**src/hw/rtl/huffman_code_bit_packer_core_defines.svh**
```systemverilog
// ----------------------------------------------------------------------------
// Huffman code bit packer: assertion macros
// Shared concurrent assertion forms for the packer core.
// ----------------------------------------------------------------------------
`ifndef HUFFMAN_CODE_BIT_PACKER_CORE_DEFINES_SVH
`define HUFFMAN_CODE_BIT_PACKER_CORE_DEFINES_SVH

// same-cycle implication
`define HCBP_ASSERT_IMP(label, clk, rst, ante, cons) \
   label: assert property (@(posedge clk) disable iff (rst) (ante) |-> (cons)) \
      else $error("hcbp assertion failed");

// next-cycle implication
`define HCBP_ASSERT_NXT(label, clk, rst, ante, cons) \
   label: assert property (@(posedge clk) disable iff (rst) (ante) |=> (cons)) \
      else $error("hcbp assertion failed");

`endif

```
**src/hw/rtl/hcbp_pkg.sv**
```systemverilog
// ----------------------------------------------------------------------------
// Huffman code bit packer package
// Widths, request codes, table entry layout and inter-module structs.
// ----------------------------------------------------------------------------
package hcbp_pkg;

   localparam int unsigned TABLE_DEPTH  = 256;
   localparam int unsigned ADDR_W       = $clog2(TABLE_DEPTH);
   localparam int unsigned CODE_W       = 16;
   localparam int unsigned LEN_W        = 5;
   localparam int unsigned BYTE_W       = 8;
   localparam int unsigned CNT_W        = $clog2(BYTE_W);
   localparam int unsigned MAX_CODE_LEN = 16;
   localparam int unsigned CODE_LIMIT   = (MAX_CODE_LEN < CODE_W) ? MAX_CODE_LEN : CODE_W;
   // pending bits plus a full code
   localparam int unsigned COMB_W       = BYTE_W + CODE_W;

   typedef enum logic [1:0] {
      REQ_LOAD   = 2'd0,
      REQ_ENCODE = 2'd1,
      REQ_FLUSH  = 2'd2
   } req_kind_type;

   typedef enum logic {
      ST_IDLE,
      ST_LOOKUP
   } ctrl_state_type;

   typedef struct packed {
      logic [CODE_W-1:0] bits;
      logic [LEN_W-1:0]  len;
   } code_entry_type;

   typedef struct packed {
      logic encode;   // table data valid this cycle, pack it
      logic flush;    // emit partial word with last
   } pack_cmd_type;

   typedef struct packed {
      logic [1:0]        count;
      logic [BYTE_W-1:0] first_word;
      logic [BYTE_W-1:0] second_word;
      logic              last;
   } pack_result_type;

   function automatic logic [LEN_W-1:0] clamp_len(input logic [LEN_W-1:0] len);
      clamp_len = (len > LEN_W'(CODE_LIMIT)) ? LEN_W'(CODE_LIMIT) : len;
   endfunction

endpackage

```
**src/hw/rtl/hcbp_out_queue.sv**
```systemverilog
// ----------------------------------------------------------------------------
// Huffman packer output queue
// Two-slot holding queue for the words of one request.
// ----------------------------------------------------------------------------
module hcbp_out_queue
   import hcbp_pkg::*;
(
   input  logic              clock,
   input  logic              reset,
   input  pack_result_type   result,
   input  logic              pop,
   output logic              head_valid,
   output logic [BYTE_W-1:0] head_word,
   output logic              head_last,
   output logic              empty
);

   logic [1:0]        count_ff, count_in;
   logic [BYTE_W-1:0] slot0_word_ff, slot0_word_in;
   logic              slot0_last_ff, slot0_last_in;
   logic [BYTE_W-1:0] slot1_word_ff, slot1_word_in;

   // pushes only land in an empty queue, so push and pop never overlap
   always_comb begin
      count_in      = count_ff;
      slot0_word_in = slot0_word_ff;
      slot0_last_in = slot0_last_ff;
      slot1_word_in = slot1_word_ff;
      if (result.count != 2'd0) begin
         count_in      = result.count;
         slot0_word_in = result.first_word;
         slot0_last_in = result.last;
         slot1_word_in = result.second_word;
      end else if (pop) begin
         count_in      = count_ff - 2'd1;
         slot0_word_in = slot1_word_ff;
         slot0_last_in = 1'b0;
      end
   end

   always_ff @(posedge clock) begin
      if (reset) begin
         count_ff <= '0;
      end else begin
         count_ff <= count_in;
      end
   end

   always_ff @(posedge clock) begin
      slot0_word_ff <= slot0_word_in;
      slot0_last_ff <= slot0_last_in;
      slot1_word_ff <= slot1_word_in;
   end

   assign head_valid = (count_ff != 2'd0);
   assign head_word  = slot0_word_ff;
   assign head_last  = slot0_last_ff;
   assign empty      = (count_ff == 2'd0);

endmodule

```
**config.mk**
```make
export PLATFORM = sky130hd
export DESIGN_NAME = hcbp_out_queue
export DESIGN_NICKNAME = d
export VERILOG_FILES = /design/src/hw/rtl/huffman_code_bit_packer_core_defines.svh /design/src/hw/rtl/hcbp_pkg.sv /design/src/hw/rtl/hcbp_out_queue.sv
export SDC_FILE = /design/constraint.sdc
export NUM_CORES = 1
export LEC_CHECK = 0
export BUFFER_PORTS_ARGS = -buffer_cell sky130_fd_sc_hd__buf_2
export CORE_MARGIN = 5
export CORE_UTILIZATION = 48
export CTS_CLUSTER_DIAMETER = 120
export CTS_CLUSTER_SIZE = 30
export DETAILED_ROUTE_END_ITERATION = 6
export PLACE_DENSITY_LB_ADDON = 0.3
export SLEW_MARGIN = 20
export SYNTH_ARGS = -nofsm -noshare
export SYNTH_HDL_FRONTEND = slang
export SYNTH_SLANG_ARGS = --single-unit
```
**constraint.sdc**
```tcl
create_clock -name clock -period 2.7 [get_ports clock]
set_input_delay 0.135 -clock clock [delete_from_list [all_inputs] [get_ports clock]]
set_output_delay 0.135 -clock clock [all_outputs]
set_load 0.01 [all_outputs]
```
* Yosys cells after proc, flatten, opt, wreduce, memory -nomap -nowiden
Index checks and enable logic that the tools add are counted.
** Storage, ports and cells
- Output and inout port bits :: 11
- Bits in registers :: 19
- Bits of input ports :: 22
** Cells by class
- Muxes and demuxes :: 6
- Reduce and logical (&&, ||, !) cells :: 4
- Add/sub/neg operators :: 1
** Operators by type and width (count)
- 8-bit two-way mux :: 2
- 2-bit nonzero test :: 3
- 2-bit two-way mux :: 2
- 2-bit zero test :: 1
- 1-bit two-way mux :: 2
- 2-bit by 1-bit subtractor with 2-bit output (second input constant) :: 1

* Depth between registers and ports, before layout
- Depth in word-level cells :: 3
- Mapped depth :: 4

* Least setup slack after synthesis
OpenSTA, ideal clock, no wires.
- Path type :: flip-flop to flip-flop
- Start :: register count_ff[0]
- End :: register count_ff[1]
- Path buffers :: 0
- Library setup time :: 0.101 ns
- Arrival :: 0.979 ns
- Period minus slack after synthesis :: 1.080 ns
- Cell stages (with the launch flop) :: 5
- Path slack :: 1.620 ns
- Cell sequence :: dfxtp_1 inv_1 ha_1 and2_1 o41ai_1
** Between the ends
- Longest elaborated chain between the ends :: 3
** RTL lines
- start, declared :: RTL line hcbp_out_queue.sv:18 : logic [1:0] count_ff, count_in;
- start signal, assigned :: RTL line hcbp_out_queue.sv:45 : count_ff <= count_in;
- 2-bit by 1-bit subtractor with 2-bit output :: RTL line hcbp_out_queue.sv:35 : count_in = count_ff - 2'd1;
- 2-bit two-way mux :: RTL line hcbp_out_queue.sv:34 : end else if (pop) begin
- 2-bit two-way mux :: RTL line hcbp_out_queue.sv:29 : if (result.count != 2'd0) begin
No other way between the ends. The select of a mux whose other input is x is not followed.
A chain may end at the register's enable or synchronous reset.

* Worst setup path after layout
- Start :: register count_ff[0]
- End :: output port head_valid
** Between the ends
- Longest elaborated chain between the ends :: 1
** RTL lines
- 2-bit nonzero test :: RTL line hcbp_out_queue.sv:55 : assign head_valid = (count_ff != 2'd0);
- end, declared :: RTL line hcbp_out_queue.sv:12 : output logic head_valid,
No other way between the ends.

==> impl_summary.md <==
Die
The die covers 2471 um^2. In this run the horizontal extent of the chip is 49.71 um. The die span in y is 49.71 um.

For this configuration, the core starts out at a cell density of 50.25%. The number of I/O pins is 33. The site row count is 14.

The floorplan core area is 1506 um^2.

Yosys
After technology mapping, the gate count stands at 43. The biggest area contributor in the post-synthesis netlist is sky130_fd_sc_hd__edfxtp_1. Sorting the synthesized cells by area gives the leading types as sky130_fd_sc_hd__edfxtp_1 67%, sky130_fd_sc_hd__mux2_2 12%, sky130_fd_sc_hd__dfxtp_1 5.3%, sky130_fd_sc_hd__ha_1 3.3%, sky130_fd_sc_hd__inv_1 2.0%. The prevailing post-synth register cell is sky130_fd_sc_hd__edfxtp_1.

The share of synthesized registers carrying an async set or reset is 0%. The Yosys step of the flow raised 0 warnings. The synthesized netlist net count is 67. The netlist area before placement is 757.0 um^2. The number of library cell types mapped by synthesis is 15.

The synthesized area per cell is 17.60 um^2. Summing the sequential cell areas from Yosys gives 72.73% of the chip area. Yosys instantiated no cell more often than sky130_fd_sc_hd__edfxtp_1. The commonest cells after synthesis are 17 x sky130_fd_sc_hd__edfxtp_1, 8 x sky130_fd_sc_hd__mux2_2, 4 x sky130_fd_sc_hd__inv_1. The number of flip-flops and latches in the synthesized netlist is 19.

In this run, synthesis inferred 17 flip-flops with an integrated enable. The top-area cell type share of the netlist area is 67.44%.

Cells and area
The filler cell count in the final layout is 122. Summing all non-filler instances in the final layout gives an area of 1045 um^2. The layout overhead on the synthesized area is 38.02%. The net total in the final layout is 112. The post-route netlist has 54.02% of its cells at a drive strength greater than 1. 0 antenna diodes ended up in the layout. Cells fill 69.35% of the core in the end.

STA
The final max-slew violation count was 0. The count of endpoints failing setup in the final report is 0. For this run, the top clock speed supported by timing is 835.3 MHz.

The final count of hold timing violations came to 0. The relative slew slack is 80.56%. The worst path uses 44.34% of the clock period. The final worst clock skew is 5.255 ps. The summed negative setup slack over all endpoints is 0 ps. The clock period could shrink to 1197 ps. At the pin with the least slew margin, the transition time is 291.3 ps. Setup repair after global routing left no endpoint under its margin.

Global routing
The first global-routing pass estimated 2.145 mm of wire. The total global routing overflow is 0. The via count of the first global-routing pass is 522.

The maximum number of pins on one net before global-route repair is 12. The initial antenna violation count is 0. Global routing used 11.60% of the available tracks.

CTS
At the later pin of the worst-skew pair, clock insertion delay measures 290 ps. The clock-pin slew of the registers on the worst-case setup and hold paths is 100 ps. The buffer cell driving the clock tree root is sky130_fd_sc_hd__clkbuf_4. The clock tree from TritonCTS is done. The clock sink count is 19. In this run the number of H-tree levels came out at 1. The maximum buffer depth of the clock tree is 2. The post-cts gate resize count is 0. Counting the buffers created by CTS gives 3.

Worst setup path
The most used cell along the critical path is sky130_fd_sc_hd__inv_1. STA classifies the critical path startpoint as a flop. Grouping stages by cell kind, the critical path spends the most delay in flip-flops. Along the worst path, the maximum fanout reaches 2. The signal on the critical path passes through inv_1 -> ha_1 -> inv_1 -> buf_2. The signal arrival time at the worst endpoint is 1060 ps. The slowest stage of the critical path belongs to the cell sky130_fd_sc_hd__dfxtp_1. The worst setup path category is flop to output pin.

STA puts the critical path data required time at 2570 ps. The largest stage delay on the critical path is 360 ps. STA classifies the critical path endpoint as an output pin. The number of buffer and inverter stages on the critical path is 3.

Place
Summed over all nets, the half-perimeter wirelength after detailed placement is 955.3 um. The area of placed instances is 937.1 um^2. The last weighted congestion value of the routability-driven placer is 0.6779. During placement, the flow inserted port buffers numbering 32.

Power and ir drop
Across the VDD grid, the largest voltage drop is 0.3835 mV. In this run the static leakage power is 0.4536 nW. The power density relative to cell area is 554.2 nW/um^2.

Routing
Wires add up to 1.308 mm. The detailed router finished its first iteration with 3 violations. The first-pass iteration count of the detailed router is 4.

The number of antenna-violating nets in the routed design is 0. The detailed-route via count is 491. In the routed design, unresolved DRC markers number 0. The wire length per cell after detailed routing is 12.70 um. Dividing the detail-routed via count by the number of cells gives 4.767.

Status
The run finished with clean final reports.

Hold path
The path category of the worst min-delay check is input port to flop.

Run
The max-capacitance violation count is 0.
==> per-layer routing <==
layer,vias up,global-route usage (%),wire length (um)
met5,-,0,0
met4,0,8.734,0
met3,0,4.819,105
met2,21,18.01,688
met1,225,12.33,513
li1,245,-,-
==> flip-flops by register name, indices dropped and copies added, names as in the netlist <==
register	count
head_word	8
slot1_word_ff	8
head_last	1
count_ff	2
==> cells by family after synthesis <==
family | after synthesis | share of synthesized area, %
AOI/OAI and AO/OA | 2 | 2.149
xor gates and xnor gates | 1 | 1.157
adders and majority gates | 2 | 3.305
buffers and inverters | 4 | 1.983
DFF | 19 | 72.73
muxes | 8 | 11.90
and+or+nand+nor | 7 | 6.778
==> path summary, 6_finish.rpt <==
kind / start / endpoint / slack, ps / cells past startpoint
worst min-delay path: reset / count_ff[0]$_SDFFE_PP0P_ / 60 / 2
worst min register to register: count_ff[1]$_SDFFE_PP0P_ / count_ff[1]$_SDFFE_PP0P_ / 530 / 2
worst max register to register: count_ff[0]$_SDFFE_PP0P_ / count_ff[1]$_SDFFE_PP0P_ / 1530 / 4
worst max-delay path: count_ff[0]$_SDFFE_PP0P_ / head_valid / 1500 / 4
==> final cells by class <==
class,instances,area (um^2),share of cell area (%)
sequential,19,550.5,52.69
timing repair buffer,40,240.2,22.99
inverter,4,15.01,1.437
multi-input combinational,20,191.4,18.32
clock buffer,3,22.52,2.156
tap,16,20.02,1.916
clock inverter,1,5.005,0.4790
==> per-stage QoR <==
| stage | instances | setup WS (ps) | hold slack, ps | total power, mW |
|---|---|---|---|---|
| 6_report | 103 | 1503 | 55.47 | 0.5790 |
| 3_3_place_gp | 91 | 1532 | 311.5 | 0.4389 |
| 4_1_cts | 101 | 1482 | 0.7525 | 0.5870 |
| 3_5_place_dp | 91 | 1523 | 313.8 | 0.4411 |
| 5_1_grt | 103 | 1405 | 29.36 | 0.6147 |
| 2_1_floorplan | 43 | 1620 | 233.9 | 0.4026 |
==> power breakdown <==
part           switching (mW)  internal (mW)  total (mW)
clock network          0.0823         0.0551       0.137
logic                  0.0374         0.0467      0.0841
registers             0.00668          0.351       0.357
==> layout by cell type, fill, tap and decap left out <==
| master | count |
|---|---|
| sky130_fd_sc_hd__dfxtp_1 | 2 |
| sky130_fd_sc_hd__nand2b_1 | 1 |
| sky130_fd_sc_hd__nor2_1 | 1 |
| sky130_fd_sc_hd__inv_1 | 4 |
| sky130_fd_sc_hd__clkbuf_4 | 3 |
| sky130_fd_sc_hd__and2b_2 | 1 |
| sky130_fd_sc_hd__dlygate4sd3_1 | 8 |
| sky130_fd_sc_hd__o31ai_1 | 1 |
| sky130_fd_sc_hd__xnor2_1 | 1 |
| sky130_fd_sc_hd__nor2_4 | 1 |
| sky130_fd_sc_hd__o41ai_1 | 1 |
| sky130_fd_sc_hd__buf_2 | 32 |
| sky130_fd_sc_hd__clkinv_2 | 1 |
| sky130_fd_sc_hd__or3_2 | 1 |
| sky130_fd_sc_hd__or2b_1 | 1 |
| sky130_fd_sc_hd__ha_1 | 2 |
| sky130_fd_sc_hd__mux2_2 | 8 |
| sky130_fd_sc_hd__edfxtp_1 | 17 |
| sky130_fd_sc_hd__and2_1 | 1 |
==> timing repair <==
item                                   CTS  global route
endpoints found under the hold margin    6             2
hold buffers                             6             2
buffers inserted                         0             0
Power figures use the tool's default switching activity.
