<file path="src/hw/rtl/huffman_code_bit_packer_core_defines.svh">
// ----------------------------------------------------------------------------
// Huffman code bit packer: assertion macros
// Shared concurrent assertion forms for the packer core.
// ----------------------------------------------------------------------------
`ifndef HUFFMAN_CODE_BIT_PACKER_CORE_DEFINES_SVH
`define HUFFMAN_CODE_BIT_PACKER_CORE_DEFINES_SVH

// same-cycle implication
`define HCBP_ASSERT_IMP(label, clk, rst, ante, cons) \
   label: assert property (@(posedge clk) disable iff (rst) (ante) |-> (cons)) \
      else $error("hcbp assertion failed");

// next-cycle implication
`define HCBP_ASSERT_NXT(label, clk, rst, ante, cons) \
   label: assert property (@(posedge clk) disable iff (rst) (ante) |=> (cons)) \
      else $error("hcbp assertion failed");

`endif

</file>
<file path="src/hw/rtl/hcbp_pkg.sv">
// ----------------------------------------------------------------------------
// Huffman code bit packer package
// Widths, request codes, table entry layout and inter-module structs.
// ----------------------------------------------------------------------------
package hcbp_pkg;

   localparam int unsigned TABLE_DEPTH  = 256;
   localparam int unsigned ADDR_W       = $clog2(TABLE_DEPTH);
   localparam int unsigned CODE_W       = 16;
   localparam int unsigned LEN_W        = 5;
   localparam int unsigned BYTE_W       = 8;
   localparam int unsigned CNT_W        = $clog2(BYTE_W);
   localparam int unsigned MAX_CODE_LEN = 16;
   localparam int unsigned CODE_LIMIT   = (MAX_CODE_LEN < CODE_W) ? MAX_CODE_LEN : CODE_W;
   // pending bits plus a full code
   localparam int unsigned COMB_W       = BYTE_W + CODE_W;

   typedef enum logic [1:0] {
      REQ_LOAD   = 2'd0,
      REQ_ENCODE = 2'd1,
      REQ_FLUSH  = 2'd2
   } req_kind_type;

   typedef enum logic {
      ST_IDLE,
      ST_LOOKUP
   } ctrl_state_type;

   typedef struct packed {
      logic [CODE_W-1:0] bits;
      logic [LEN_W-1:0]  len;
   } code_entry_type;

   typedef struct packed {
      logic encode;   // table data valid this cycle, pack it
      logic flush;    // emit partial word with last
   } pack_cmd_type;

   typedef struct packed {
      logic [1:0]        count;
      logic [BYTE_W-1:0] first_word;
      logic [BYTE_W-1:0] second_word;
      logic              last;
   } pack_result_type;

   function automatic logic [LEN_W-1:0] clamp_len(input logic [LEN_W-1:0] len);
      clamp_len = (len > LEN_W'(CODE_LIMIT)) ? LEN_W'(CODE_LIMIT) : len;
   endfunction

endpackage

</file>
<file path="src/hw/rtl/hcbp_bit_packer.sv">
// ----------------------------------------------------------------------------
// Huffman bit packer datapath
// Appends a code to the pending bits and splits out full words, or flushes them.
// ----------------------------------------------------------------------------
module hcbp_bit_packer
   import hcbp_pkg::*;
(
   input  logic            clock,
   input  logic            reset,
   input  pack_cmd_type    cmd,
   input  code_entry_type  entry,
   output pack_result_type result
);

   logic [BYTE_W-1:0] acc_ff, acc_in;
   logic [CNT_W-1:0]  cnt_ff, cnt_in;

   logic [CODE_W:0]     code_mask;
   logic [CODE_W-1:0]   code_masked;
   logic [COMB_W-1:0]   combined;
   logic [LEN_W-1:0]    total;
   logic [BYTE_W-1:0]   rem_mask;
   logic [2*BYTE_W-1:0] flush_wide;

   always_comb begin
      code_mask   = ((CODE_W+1)'(1) << entry.len) - (CODE_W+1)'(1);
      code_masked = entry.bits & code_mask[CODE_W-1:0];
      combined    = (COMB_W'(acc_ff) << entry.len) | COMB_W'(code_masked);
      total       = LEN_W'(cnt_ff) + entry.len;
      rem_mask    = (BYTE_W'(1) << total[CNT_W-1:0]) - BYTE_W'(1);
      // left-align pending bits, zero pad below
      flush_wide  = {acc_ff, BYTE_W'(0)} >> cnt_ff;

      acc_in = acc_ff;
      cnt_in = cnt_ff;
      result = '0;

      if (cmd.encode) begin
         result.count       = total[LEN_W-1:CNT_W];
         result.first_word  = BYTE_W'(combined >> (total - LEN_W'(BYTE_W)));
         result.second_word = BYTE_W'(combined >> (total - LEN_W'(2*BYTE_W)));
         acc_in             = combined[BYTE_W-1:0] & rem_mask;
         cnt_in             = total[CNT_W-1:0];
      end else if (cmd.flush) begin
         result.count      = 2'd1;
         result.first_word = flush_wide[BYTE_W-1:0];
         result.last       = 1'b1;
         acc_in            = '0;
         cnt_in            = '0;
      end
   end

   always_ff @(posedge clock) begin
      if (reset) begin
         acc_ff <= '0;
         cnt_ff <= '0;
      end else begin
         acc_ff <= acc_in;
         cnt_ff <= cnt_in;
      end
   end

endmodule

</file>
<file path="config.mk">
export PLATFORM = sky130hd
export DESIGN_NAME = hcbp_bit_packer
export DESIGN_NICKNAME = d
export VERILOG_FILES = /design/src/hw/rtl/huffman_code_bit_packer_core_defines.svh /design/src/hw/rtl/hcbp_pkg.sv /design/src/hw/rtl/hcbp_bit_packer.sv
export SDC_FILE = /design/constraint.sdc
export NUM_CORES = 1
export LEC_CHECK = 0
export BUFFER_PORTS_ARGS = -buffer_cell sky130_fd_sc_hd__buf_2
export CAP_MARGIN = 40
export CORE_MARGIN = 8
export CORE_UTILIZATION = 50
export CTS_CLUSTER_DIAMETER = 30
export DETAILED_ROUTE_END_ITERATION = 16
export PLACE_DENSITY = 0.81
export SYNTH_ARGS = -nofsm -noshare
export SYNTH_HDL_FRONTEND = slang
export SYNTH_SLANG_ARGS = --single-unit
</file>
<file path="constraint.sdc">
create_clock -name clock -period 4.6 [get_ports clock]
set_clock_uncertainty 0.15 [all_clocks]
set_input_delay 0.92 -clock clock [delete_from_list [all_inputs] [get_ports clock]]
set_output_delay 0.92 -clock clock [all_outputs]
set_load 0.02 [all_outputs]
</file>
# Yosys cells after proc, flatten, opt, wreduce, memory -nomap -nowiden

Index checks and enable logic that the tools add are counted.

Bits in registers: 11
Logic and storage cells: 26
Input port bits: 25
Output and inout bits: 19

Shift-type cells: 6
Mux-type cells: 9
Bitwise operators: 3
Add/subtract/negate cells: 5
Reduce and logical (&&, ||, !) cells: 1

Operators with widths:

| operator                | number |
|---|---|
| $shr A24 B5 Y8          | 2 |
| $mux W8                 | 3 |
| $or A24 B16 Y24         | 1 |
| $shl A8 B5 Y24          | 1 |
| $and A16 B16 Y16        | 1 |
| $shl A1 B5 Y16 const A  | 1 |
| $shr A16 B3 Y8          | 1 |
| $sub A16 B2 Y16 const B | 1 |
| $mux W10                | 1 |
| $mux W9                 | 1 |
| $and A8 B8 Y8           | 1 |
| $shl A1 B3 Y8 const A   | 1 |
| $sub A8 B2 Y8 const B   | 1 |
| $mux W3                 | 2 |
| $add A3 B5 Y5           | 1 |
| $sub A5 B4 Y5 const B   | 1 |
| $sub A5 B5 Y5 const B   | 1 |
| $mux W1                 | 2 |
| $reduce_bool A2 Y1      | 1 |

# Depth between registers and ports, before layout

Word-level depth: 6
Gate-level depth with buffers: 14
Mapped depth without buffers: 11

# Worst setup path before layout

No wires, ideal clock.

Path kind: input -> output
Start point: in entry[2] (netlist bit)
End point: out result[15] (netlist bit)
Path slack: -471 ps
Stages: 13
Arrival: 4,001 ps
Cells stage by stage: buf_2 > buf_4 > nor3_1 > nand2_1 > ha_1 > buf_2 > and2_1 > o211ai_1 > a21boi_0 > a211oi_1 > nor2b_1 > mux4_2 > a221o_1

RTL lines:

| element            | line                  | source |
|---|---|---|
| start: declaration | hcbp_bit_packer.sv:11 | `input code_entry_type entry,` |
| end: declaration   | hcbp_bit_packer.sv:12 | `output pack_result_type result` |

==> reports/results.md <==
| Group | Quantity | Value |
| --- | --- | --- |
| outcome | Status | complete, but fails checks |
| outcome | Failing checks | negative setup slack |
| worst setup path | Capturing instance or port of the critical path | result[15] |
| yosys | Synth Area in Adders | 2.39% |
| worst setup path | Startpoint of the most critical setup path | entry[0] |
| timing | Worst-case setup margin in the final layout | -71.7 ps |
| floorplan | Floorplan die area | 9820 um^2 |
| grt | Maximum number of pins on one net before global-route repair | 35 |
| floorplan | Initial cell density of the core | 51.1% |
| pwr | Static power due to leakage | 0.00212 uW |
| layout | Share of post-route cells with drive strength above 1 | 42.0% |
| yosys | Synth Cell Area | 3450 um^2 |
| worst setup path | Critical path capture point type | output port |
| yosys | Complex-gate fraction of the synthesized area | 41.2% |
| worst setup path | Worst r2r path cells | 24 |
| floorplan | Core region area | 6760 um^2 |
| route | Post-detailed-route DRC marker count | 0 |
| floorplan | Width of the chip | 99.1 um |
| min path | Type of the most critical hold path | register to register |
| yosys | Top cell type's share of synthesized area | 6.37% |
| worst setup path | RR Startpoint | acc_ff[0]$_SDFFE_PP0P_ |
| timing | Hold violation total from the final report | 0 |
| grt | Via count of the first global-routing pass | 4901 |
| floorplan | Die Y-Extent | 99.1 um |
| timing | Worst slew margin | 57.6% |
| route | Number of nets with antenna violations after detailed routing | 0 |
| timing | Worst Tran Pin Value | 636 ps |
| clock tree | Clock slew at reported path FFs | 50 ps |
| yosys | Synth Area in Simple Gates | 28.6% |
| placed design | Post-placement cell area | 4570 um^2 |
| yosys | Dominant combinational cell family by area after synthesis | compound AO/OA/AOI/OAI gates |
| yosys | Share of async-settable or async-resettable flops after synthesis | 0% |
| yosys | Post-synthesis sequential element count | 11 |
| worst setup path | CP max FO | 7 |
| timing | Period minus WS final | 4670 ps |
| layout | P&R area growth vs syn | 46.8% |
| clock tree | Clock latency at the later pin of the worst-skew pair | 240 ps |
| grt | Antenna violations before repair | 0 |
| yosys | Synthesized-area fraction occupied by xor and xnor cells | 1.52% |
| layout | Commonest non-fill, non-tap cell in the layout | sky130_fd_sc_hd__buf_4 |
| worst setup path | Destination of the worst register-to-register timing path | acc_ff[6]$_SDFFE_PP0P_ |
| clock tree | Maximum number of buffers from clock root to sink | 2 |
| layout | Commonest cells after routing, fill and taps aside | 140 x sky130_fd_sc_hd__buf_4, 41 x sky130_fd_sc_hd__nand2_1, 33 x sky130_fd_sc_hd__buf_2, 32 x sky130_fd_sc_hd__nand3_1, 28 x sky130_fd_sc_hd__nor2_1 |
| timing | Max Clock Freq | 0.214 GHz |
| yosys | Cell type with the highest aggregate area in the netlist | sky130_fd_sc_hd__dfxtp_1 |
| worst setup path | CP Launch Type | input pin |
| timing | Share of the clock period used by the worst path | 102% |
| yosys | Post-synthesis sequential area ratio | 6.37% |
| timing | Final hold slack | 560 ps |
| layout | Inserted Diodes | 0 |
| clock tree | H-tree levels | 1 |
| job | Max-cap viol count | 0 |
| clock tree | Clock tree from TritonCTS | done |
| yosys | Total of warnings raised by yosys | 0 |
| yosys | Mapped Avg Cell Area | 6.99 um^2 |
| yosys | Post-Syn Nets | 525 |
| pwr | Max VDD drop | 0.000254 V |
| pwr | Power, Total | 1080 uW |
| floorplan | Number of top-level pins | 44 |
| route | Post-DR vias/cell | 7.13 |
| grt | Congestion Overflow GR | 0 |
| worst setup path | Critical path data required time | 3530 ps |
| floorplan | Row count | 30 |
| worst setup path | Reg-to-reg setup timing slack | 490 ps |
| yosys | Number of synthesized flops with an enable pin | 0 |
| worst setup path | Critical path start-end classification | input pin to output port |
| route | Avg WL per Cell | 23.2 um |
| placed design | Total of buffers placed on input and output ports | 43 |
| route | Number of DRC markers after the initial detailed-route iteration | 551 |
| grt | Wire length of the first global-routing pass | 25600 um |
| worst setup path | Signal arrival time at the worst endpoint | 3600 ps |
| layout | Total non-filler cell area in the finished layout | 5070 um^2 |
| clock tree | Clk root buf | sky130_fd_sc_hd__clkbuf_8 |
| yosys | Number of instances in the synthesized netlist | 494 |
| yosys | Multiplexer share of the synthesized area | 11.9% |
| placed design | Final estimated routing congestion in global placement | 1.01 |
| route | Routed via count | 5034 |
| pwr | Power Dens Cells | 213 nW/um^2 |
| route | Post-Route WL | 16400 um |
| layout | Number of nets in the layout | 658 |
| clock tree | Number of sinks driven by the clock tree | 11 |
| clock tree | TritonCTS Buffers | 3 |
| timing | Final max-slew violation count | 0 |
| yosys | Synth area leaders | sky130_fd_sc_hd__dfxtp_1 6.4%, sky130_fd_sc_hd__mux4_2 5.2%, sky130_fd_sc_hd__nand2_1 4.7% |
| yosys | Library cells used by synthesis | 80 |
| yosys | Ys flop type | sky130_fd_sc_hd__dfxtp_1 |
| timing | Final setup violating endpoints | 6 |
| timing | Unrepaired setup endpoints after global routing | true |
| route | Initial DRT Pass Iterations | 7 |
| grt | Overall Global Routing Usage | 32.2% |
| clock tree | Hold-fix buffers, CTS | 0 |
| placed design | Final HPWL from detailed placement | 12400 um |
-- how the worst min path moves through the flow --
| stage | to | from | depth (start not counted) | slack [ps] |
|---|---|---|---|---|
| 2_1_floorplan | acc_ff[2]$_SDFFE_PP0P_ | acc_ff[2]$_SDFFE_PP0P_ | 2 | 400 |
| 4_1_cts | acc_ff[2]$_SDFFE_PP0P_ | acc_ff[2]$_SDFFE_PP0P_ | 2 | 550 |
| 3_3_place_gp | acc_ff[2]$_SDFFE_PP0P_ | acc_ff[2]$_SDFFE_PP0P_ | 2 | 520 |
| 6_report | acc_ff[0]$_SDFFE_PP0P_ | acc_ff[0]$_SDFFE_PP0P_ | 3 | 560 |
| 5_1_grt | acc_ff[0]$_SDFFE_PP0P_ | acc_ff[0]$_SDFFE_PP0P_ | 3 | 570 |
| 3_5_place_dp | acc_ff[7]$_SDFFE_PP0P_ | acc_ff[7]$_SDFFE_PP0P_ | 2 | 550 |
-- stage by stage --
step / setup WS, ps / cells / setup TNS [ps] / util [%]
floorplan: 0.112 / 494 / 0 / -
global placement: -120 / 684 / -553 / 67.7
detailed placement: -135 / 684 / -797 / 67.7
CTS: -18.5 / 705 / -34.9 / 71.4
global route: -139 / 706 / -915 / 75.1
finish: -71.7 / 706 / -232 / 75.1
-- per-layer routing --
| layer | vias up | GRT usage, % | part of all wire (%) |
|---|---|---|---|
| li1 | 2233 | - | - |
| met1 | 2351 | 41.4 | 39 |
| met2 | 366 | 51.8 | 46 |
| met3 | 84 | 6.49 | 11 |
| met4 | 0 | 12.3 | 4.5 |
| met5 | - | 0 | 0 |
-- cell usage after synthesis, types with 4 or more instances --
cell and n:
sky130_fd_sc_hd__dfxtp_1 11, sky130_fd_sc_hd__xnor2_1 4, sky130_fd_sc_hd__ha_1 5, sky130_fd_sc_hd__and3_1 5
sky130_fd_sc_hd__a22oi_1 6, sky130_fd_sc_hd__mux2_2 12, sky130_fd_sc_hd__o221ai_1 9, sky130_fd_sc_hd__a32oi_1 15
sky130_fd_sc_hd__a221oi_1 4, sky130_fd_sc_hd__clkbuf_1 37, sky130_fd_sc_hd__mux4_2 8, sky130_fd_sc_hd__inv_1 9
sky130_fd_sc_hd__o22ai_1 7, sky130_fd_sc_hd__nor2_1 30, sky130_fd_sc_hd__buf_1 6, sky130_fd_sc_hd__o21ai_0 23
sky130_fd_sc_hd__o211a_1 4, sky130_fd_sc_hd__a221o_1 4, sky130_fd_sc_hd__a21o_1 7, sky130_fd_sc_hd__mux2i_1 8
sky130_fd_sc_hd__or2_2 4, sky130_fd_sc_hd__nand4_1 5, sky130_fd_sc_hd__nor2b_1 12, sky130_fd_sc_hd__buf_2 11
sky130_fd_sc_hd__nand2_1 43, sky130_fd_sc_hd__a31oi_1 16, sky130_fd_sc_hd__a211oi_1 8, sky130_fd_sc_hd__nor3_1 6
sky130_fd_sc_hd__a32o_1 5, sky130_fd_sc_hd__o211ai_1 15, sky130_fd_sc_hd__and2_1 8, sky130_fd_sc_hd__nand3_1 32
sky130_fd_sc_hd__a21oi_1 19, sky130_fd_sc_hd__nor3b_1 14
-- worst max-delay path: stages --
cell and delay (ps):
sky130_fd_sc_hd__buf_2 150, sky130_fd_sc_hd__buf_12 140, sky130_fd_sc_hd__buf_4 130, sky130_fd_sc_hd__nor2b_2 160, sky130_fd_sc_hd__buf_4 150, sky130_fd_sc_hd__a222oi_1 350, sky130_fd_sc_hd__buf_4 190, sky130_fd_sc_hd__o211a_1 200
sky130_fd_sc_hd__nand2_1 90, sky130_fd_sc_hd__and2_0 160, sky130_fd_sc_hd__mux4_2 490, sky130_fd_sc_hd__a221o_1 320, sky130_fd_sc_hd__buf_6 140
-- cell families (layout without fill, tap and decap cells) --
| group | count (synthesis) | count (layout) |
|---|---|---|
| compound gates | 190 | 190 |
| simple gates | 185 | 185 |
| xor+xnor | 6 | 6 |
| buf+inv | 67 | 199 |
| flops | 11 | 11 |
| mux | 29 | 29 |
| fa+ha+maj | 6 | 6 |
-- registers in the layout, summed over array words and instances, names as in the netlist --
signal	cells
acc_ff	8
cnt_ff	3
-- what timing repair did --
item                       CTS  global route
buffers inserted            17             2
gates resized for setup     19            48
setup endpoints to repair   12            16
pin swaps                    8            11
gates cloned                 0             0
-- cell type report --
cell class,count,area (um^2)
inverter,11,41.3
sequential,11,220
multi-input combinational,416,3290
timing repair buffer,184,1380
fill,523,1690
tap,80,100
clock buffer,4,45.0
-- report_power, final --
group | internal [uW] | switching (uW)
Sequential | 101 | 10.7
Clock | 60.7 | 34.5
Combinational | 384 | 489
Note: power is estimated with default switching activity, not from simulation.
